`src/hdl/tgbe_pkg.sv`:
```
package tgbe_pkg;

    localparam int CAPACITY_DEF = 1024;

    // field widths of one command word and one result word
    localparam int CMD_W   = 3;
    localparam int FIELD_W = 11;
    localparam int CHAR_W  = 8;

    localparam int S_TDATA_W = 40;
    localparam int M_TDATA_W = 32;

    localparam logic [CMD_W-1:0] CMD_MOVE         = 3'd0;
    localparam logic [CMD_W-1:0] CMD_INSERT       = 3'd1;
    localparam logic [CMD_W-1:0] CMD_DELETE_ONE   = 3'd2;
    localparam logic [CMD_W-1:0] CMD_DELETE_COUNT = 3'd3;
    localparam logic [CMD_W-1:0] CMD_READ         = 3'd4;

    typedef enum logic [1:0] {
        ST_IDLE,
        ST_SHIFT,
        ST_RESP
    } state_t;

    // controller to datapath
    typedef struct packed {
        logic accept;    // command word taken this cycle
        logic shift;     // cursor move in progress
        logic res_we;    // load result staging register
        logic res_src;   // 0: result of the command being accepted, 1: finished move/read
        logic out_load;  // staging register to output register
    } ctrl_cmd_t;

    // datapath to controller
    typedef struct packed {
        logic go_shift;  // offered command is a move that shifts bytes
        logic go_resp;   // offered command is a read that hits the text
        logic rem_zero;  // no reads of the move left to issue
    } dp_status_t;

endpackage

```
`src/hdl/tgbe_ctrl.sv`:
```
module tgbe_ctrl (
    input  logic                  aclk,
    input  logic                  aresetn,
    input  logic                  s_tvalid,
    output logic                  s_tready,
    output logic                  m_tvalid,
    input  logic                  m_tready,
    input  tgbe_pkg::dp_status_t  st,
    output tgbe_pkg::ctrl_cmd_t   cmd
);

    tgbe_pkg::state_t state_reg, state_next;
    logic pend_reg, pend_next;
    logic mvalid_reg, mvalid_next;
    logic out_free;
    logic can_finish;

    always_ff @(posedge aclk) begin
        if (!aresetn) begin
            state_reg  <= tgbe_pkg::ST_IDLE;
            pend_reg   <= 1'b0;
            mvalid_reg <= 1'b0;
        end else begin
            state_reg  <= state_next;
            pend_reg   <= pend_next;
            mvalid_reg <= mvalid_next;
        end
    end

    always_comb begin
        out_free     = !mvalid_reg || m_tready;
        cmd          = '0;
        cmd.out_load = pend_reg && out_free;
        // staging slot is free now, or empties this cycle
        can_finish   = !pend_reg || cmd.out_load;
        s_tready     = 1'b0;
        state_next   = state_reg;

        unique case (state_reg)
            tgbe_pkg::ST_IDLE: begin
                s_tready = can_finish;
                if (s_tvalid && can_finish) begin
                    cmd.accept = 1'b1;
                    if (st.go_shift) begin
                        state_next = tgbe_pkg::ST_SHIFT;
                    end else if (st.go_resp) begin
                        state_next = tgbe_pkg::ST_RESP;
                    end else begin
                        cmd.res_we = 1'b1;
                    end
                end
            end
            tgbe_pkg::ST_SHIFT: begin
                cmd.shift = 1'b1;
                // last write goes out in this cycle
                if (st.rem_zero) begin
                    state_next = tgbe_pkg::ST_RESP;
                end
            end
            tgbe_pkg::ST_RESP: begin
                cmd.res_src = 1'b1;
                if (can_finish) begin
                    cmd.res_we = 1'b1;
                    state_next = tgbe_pkg::ST_IDLE;
                end
            end
            default: begin
                state_next = tgbe_pkg::ST_IDLE;
            end
        endcase

        pend_next = cmd.res_we ? 1'b1 : (cmd.out_load ? 1'b0 : pend_reg);
        mvalid_next = cmd.out_load ? 1'b1 : (m_tready ? 1'b0 : mvalid_reg);
    end

    assign m_tvalid = mvalid_reg;

endmodule

```
`config.mk`:
```
export PLATFORM = sky130hd
export DESIGN_NAME = tgbe_ctrl
export DESIGN_NICKNAME = d
export VERILOG_FILES = /design/src/hdl/tgbe_pkg.sv /design/src/hdl/tgbe_ctrl.sv
export SDC_FILE = /design/constraint.sdc
export NUM_CORES = 1
export LEC_CHECK = 0
export BUFFER_PORTS_ARGS = -buffer_cell sky130_fd_sc_hd__buf_2
export CAP_MARGIN = 20
export CORE_AREA = 2 2 39 41
export DETAILED_ROUTE_END_ITERATION = 16
export DIE_AREA = 0 0 41 43
export PLACE_DENSITY = 0.45
export SETUP_SLACK_MARGIN = 0.1
export SYNTH_ARGS = -nofsm -noshare
export SYNTH_HDL_FRONTEND = slang
export SYNTH_SLANG_ARGS = --single-unit
```
`constraint.sdc`:
```
create_clock -name aclk -period 1 [get_ports aclk]
set_input_delay 0 -clock aclk [delete_from_list [all_inputs] [get_ports aclk]]
set_output_delay 0 -clock aclk [all_outputs]
set_load 0.1 [all_outputs]
```
-- After elaboration in Yosys (flattened, before gate mapping)
Index checks and enable logic that the tools add are counted.
- output and inout port bits: 7
- register bits: 4
- input bits: 7
- word-level logic and storage cells: 39
- multiplexer cells: 20
- equal/unequal tests: 6
- reductions and logical operators: 10
- operators by type and width (operator ; count):
    1-bit 2-to-1 mux ; 13
    2-bit 2-to-1 mux ; 5
    2-bit inequality test (second input constant) ; 3
    2-bit one-hot mux with 3 select lines ; 1
    4-bit AND reduction ; 1
    2-bit nonzero test ; 2
    3-bit inequality test (second input constant) ; 1
    2-bit by 1-bit equality test with 1-bit output (second input constant) ; 1
    2-bit equality test (second input constant) ; 1
    1-bit logical AND ; 2
    1-bit logical NOT ; 2
    2-bit logical NOT ; 1
    1-bit logical OR ; 2
    1-bit one-hot mux with 2 select lines ; 1

-- Logic depth before layout (Yosys ltp)
- depth after elaboration: 8
- gate-level depth with buffers: 4

-- Worst setup path after synthesis
OpenSTA, ideal clock, no wires.
- path kind: register to output
- from: reg mvalid_reg, in the netlist m_tvalid
- to: out s_tready
- setup slack: -2.060 ns
- arrival: 3.060 ns
- stages on the path, launching flop included: 3
- cell sequence: dfxtp_1 > and3b_1 > nor3_1
- longest elaborated chain between the ends: 5
- ends and longest elaborated chain (element ; line ; source):
    start: declaration ; tgbe_ctrl.sv:14 ; logic mvalid_reg, mvalid_next;
    start signal: assignment ; tgbe_ctrl.sv:26 ; mvalid_reg <= mvalid_next;
    1-bit logical NOT ; tgbe_ctrl.sv:31 ; out_free = !mvalid_reg || m_tready;
    1-bit logical OR ; tgbe_ctrl.sv:31 ;
    1-bit logical AND ; tgbe_ctrl.sv:33 ; cmd.out_load = pend_reg && out_free;
    1-bit logical OR ; tgbe_ctrl.sv:35 ; can_finish = !pend_reg || cmd.out_load;
    1-bit 2-to-1 mux ; tgbe_ctrl.sv:39 ; unique case (state_reg)
    end: declaration ; tgbe_ctrl.sv:5 ; output logic s_tready,
No other way between the ends.

-- Final worst setup path
Same ends and word-level chain as after synthesis.

==> key figures <==
Placement
  – DPL Wire Length: 493 um
  – Number of buffers added on ports: 13
  – Placement-stage worst setup slack: -0.0200 ns
  – Routability congestion estimate: 0.721

Floorplanning
  – Die boundary height: 43 um
  – Number of standard-cell rows in the floorplan: 14
  – Top-Level Pins: 14
  – DIE AREA: 1760 um2
  – Die outline width: 41 um
  – Core region area: 1380 um2
  – Initial standard-cell utilization of the core: 18.1%

Setup path
  – Type of the worst setup path: register to primary output
  – Delay of the slowest critical-path stage: 0.34 ns
  – Crit path required time: 1.00 ns
  – Top cell family by delay on the critical path: simple AND/OR/NAND/NOR gates
  – Top fanout value on the critical path: 3
  – Critical path, cell by cell: and3b_2, nor3_4, buf_12
  – Arr. time, crit path: 1.14 ns
  – Endpoint type of the worst setup path: primary output
  – Setup crit start kind: register
  – Number of buffer and inverter stages on the critical path: 1
  – Slowest stage cell on the critical path: sky130_fd_sc_hd__dfxtp_4

Timing
  – Hold WS: 0.0327 ns
  – Setup repair after global routing missed its margin: yes
  – Final worst slack: -0.144 ns
  – Slew Viols, Final: 0
  – Final-report hold violation count: 0
  – # setup viols final: 7
  – Crit share post-route: 114%
  – Final Critical Period: 1.14 ns
  – Achievable clock frequency: 874 MHz
  – Tightest Pin Transition: 0.230 ns
  – Worst rel slew slack: 84.7%
  – Worst clock skew: 0.00810 ns

Global route
  – Initial antenna violation count: 0
  – Via count of the first global-routing pass: 295
  – Largest net degree at the start of global routing: 7
  – Total GRT Usage: 9.57%
  – First-pass GRT wire length: 1150 um
  – Total gr overflow: 0

Clock network
  – Clock buffer count from CTS: 3
  – Number of buffers on the longest clock path: 2
  – Clock root buffer: sky130_fd_sc_hd__clkbuf_4
  – Number of levels the H-tree was split into: 1
  – Number of sinks handled by clock tree synthesis: 4
  – Clock tree from TritonCTS: built
  – Clk pin slew, worst setup/hold paths: 0.04 ns
  – Clk Latency, worst-skew pair: 0.24 ns

Detailed routing
  – Via density per instance: 4.22
  – Aggregate routed wire length: 646 um
  – Final ANT Viol Nets: 0
  – Drt first pass iters: 2
  – Vias: 291
  – Drt drc: 0
  – Detailed-route wire length per cell: 9.36 um
  – First DRT Iteration DRCs: 1

Layout
  – Layout-stage area growth over the synthesis result: 140%
  – Number of nets in the layout: 61
  – Final Util: 43.4%
  – Number of flip-flops under the largest register name: 2
  – Antenna diodes: 0
  – Fraction of final layout cells sized beyond drive strength 1: 77.4%

Yosys
  – Warning count from the yosys run: 0
  – Proportion of register bits with asynchronous set or reset after synthesis: 0%
  – Syn Nets: 35
  – Synth Register Bits: 4
  – Cell area after synthesis: 250 um2
  – Average cell area after synthesis: 8.94 um2
  – Share of synthesized area occupied by flip-flops and latches: 32.0%
  – Dominant register cell in the synthesized netlist: sky130_fd_sc_hd__dfxtp_1
  – Netlist cell types: 19
  – Cells after Synth: 28
  – Post-synth EDFFs: 0

Pwr
  – Leakage component of the power: 0.000256 uW
  – Peak supply drop: 0.755 mV
  – P per Cell Area: 1300 nW/um2

Hold path
  – Classification of the worst-slack hold path: primary input to register

Job
  – Number of violations of the max-capacitance limit: 0

Status
  – Violated checks: setup timing
  – Status: complete, but fails checks
-- per-stage QoR --
step | total power (uW) | area [um2] | std cells | setup TNS [ns]
6_report | 779 | 601 | 69 | -0.717
5_1_grt | 829 | 601 | 69 | -1.06
4_1_cts | 784 | 588 | 69 | -0.734
3_5_place_dp | 533 | 493 | 61 | -0.0200
3_3_place_gp | 533 | 493 | 61 | -0.0277
2_1_floorplan | 401 | 273 | 28 | -0.909
-- layout by cell type, fill, tap and decap left out --
| master | count |
|---|---|
| sky130_fd_sc_hd__inv_1 | 2 |
| sky130_fd_sc_hd__nor2_1 | 2 |
| sky130_fd_sc_hd__buf_6 | 2 |
| sky130_fd_sc_hd__o21bai_1 | 1 |
| sky130_fd_sc_hd__o2111ai_1 | 1 |
| sky130_fd_sc_hd__nand3b_1 | 1 |
| sky130_fd_sc_hd__dfxtp_4 | 3 |
| sky130_fd_sc_hd__buf_4 | 7 |
| sky130_fd_sc_hd__a22oi_2 | 1 |
| sky130_fd_sc_hd__a21oi_1 | 2 |
| sky130_fd_sc_hd__buf_2 | 6 |
| sky130_fd_sc_hd__clkbuf_4 | 3 |
| sky130_fd_sc_hd__nor2_2 | 1 |
| sky130_fd_sc_hd__nor3_4 | 1 |
| sky130_fd_sc_hd__buf_12 | 7 |
| sky130_fd_sc_hd__and3_4 | 1 |
| sky130_fd_sc_hd__and2b_4 | 2 |
| sky130_fd_sc_hd__nor3b_1 | 1 |
| sky130_fd_sc_hd__clkbuf_1 | 1 |
| sky130_fd_sc_hd__dlygate4sd3_1 | 1 |
| sky130_fd_sc_hd__a21boi_4 | 1 |
| sky130_fd_sc_hd__nor2_4 | 1 |
| sky130_fd_sc_hd__and3b_2 | 1 |
| sky130_fd_sc_hd__a221oi_2 | 1 |
| sky130_fd_sc_hd__nor3b_2 | 1 |
| sky130_fd_sc_hd__dfxtp_2 | 1 |
| sky130_fd_sc_hd__a41oi_2 | 1 |
-- where the power goes --
part | total, uW | switching [uW] | internal (uW)
Combinational | 377 | 220 | 157
Clock | 221 | 71.2 | 150
Sequential | 180 | 12.8 | 167
-- layout make-up --
class                           instances  area, um2
Inverter                                2       7.51
Sequential cell                         4       92.6
Fill cell                             133        783
Tap cell                               16       20.0
Multi-Input combinational cell         20        199
Timing Repair Buffer                   23        255
Clock buffer                            4       26.3
-- worst reg2reg max path, stage by stage (launching register included) --
cell	delay, ns
sky130_fd_sc_hd__dfxtp_4	0.36
sky130_fd_sc_hd__and2b_4	0.25
sky130_fd_sc_hd__buf_4	0.10
sky130_fd_sc_hd__a22oi_2	0.07
sky130_fd_sc_hd__a221oi_2	0.19
-- synth_stat cells, drive strengths merged (2+ instances only) --
master,count,share of area (%)
a21oi,2,4.0
and2b,2,7.0
buf,2,6.0
dfxtp,4,32
inv,2,3.0
nor2,4,7.0
nor3b,2,6.0
-- final timing paths --
kind | to | slack, ns | startpoint | cells past startpoint
worst max-delay path | s_tready | -0.14 | m_tvalid | 3
worst min-delay path | m_tvalid | 0.03 | aresetn | 3
worst max register to register | state_reg[1] | -0.05 | state_reg[0] | 4
worst min register to register | m_tvalid | 0.57 | pend_reg | 3
-- cells by family (layout without fill, tap and decap cells) --
kind of cell | after synthesis | in the layout | share of synthesized area [%]
AND/OR/NAND/NOR | 12 | 12 | 31.0
buffers and inverters | 4 | 29 | 9.00
flip-flops | 4 | 4 | 32.0
AO/OA/AOI/OAI | 8 | 8 | 28.0
-- timing repair --
action / in CTS / in global routing
cloned: 0 / 0
hold endpoints to repair: 1 / 0
resized for setup: 12 / 2
pin swaps: 3 / 1
setup endpoints to repair: 8 / 9
buffers inserted: 3 / 0
hold buffers: 1 / 0
-- per-layer routing --
metal / track usage (%) / wire (um)
met1: 12.0 / 272
met2: 13.4 / 332
met3: 6.28 / 41
met4: 2.00 / 0
met5: 0 / 0
Note: power is estimated with default switching activity, not from simulation.
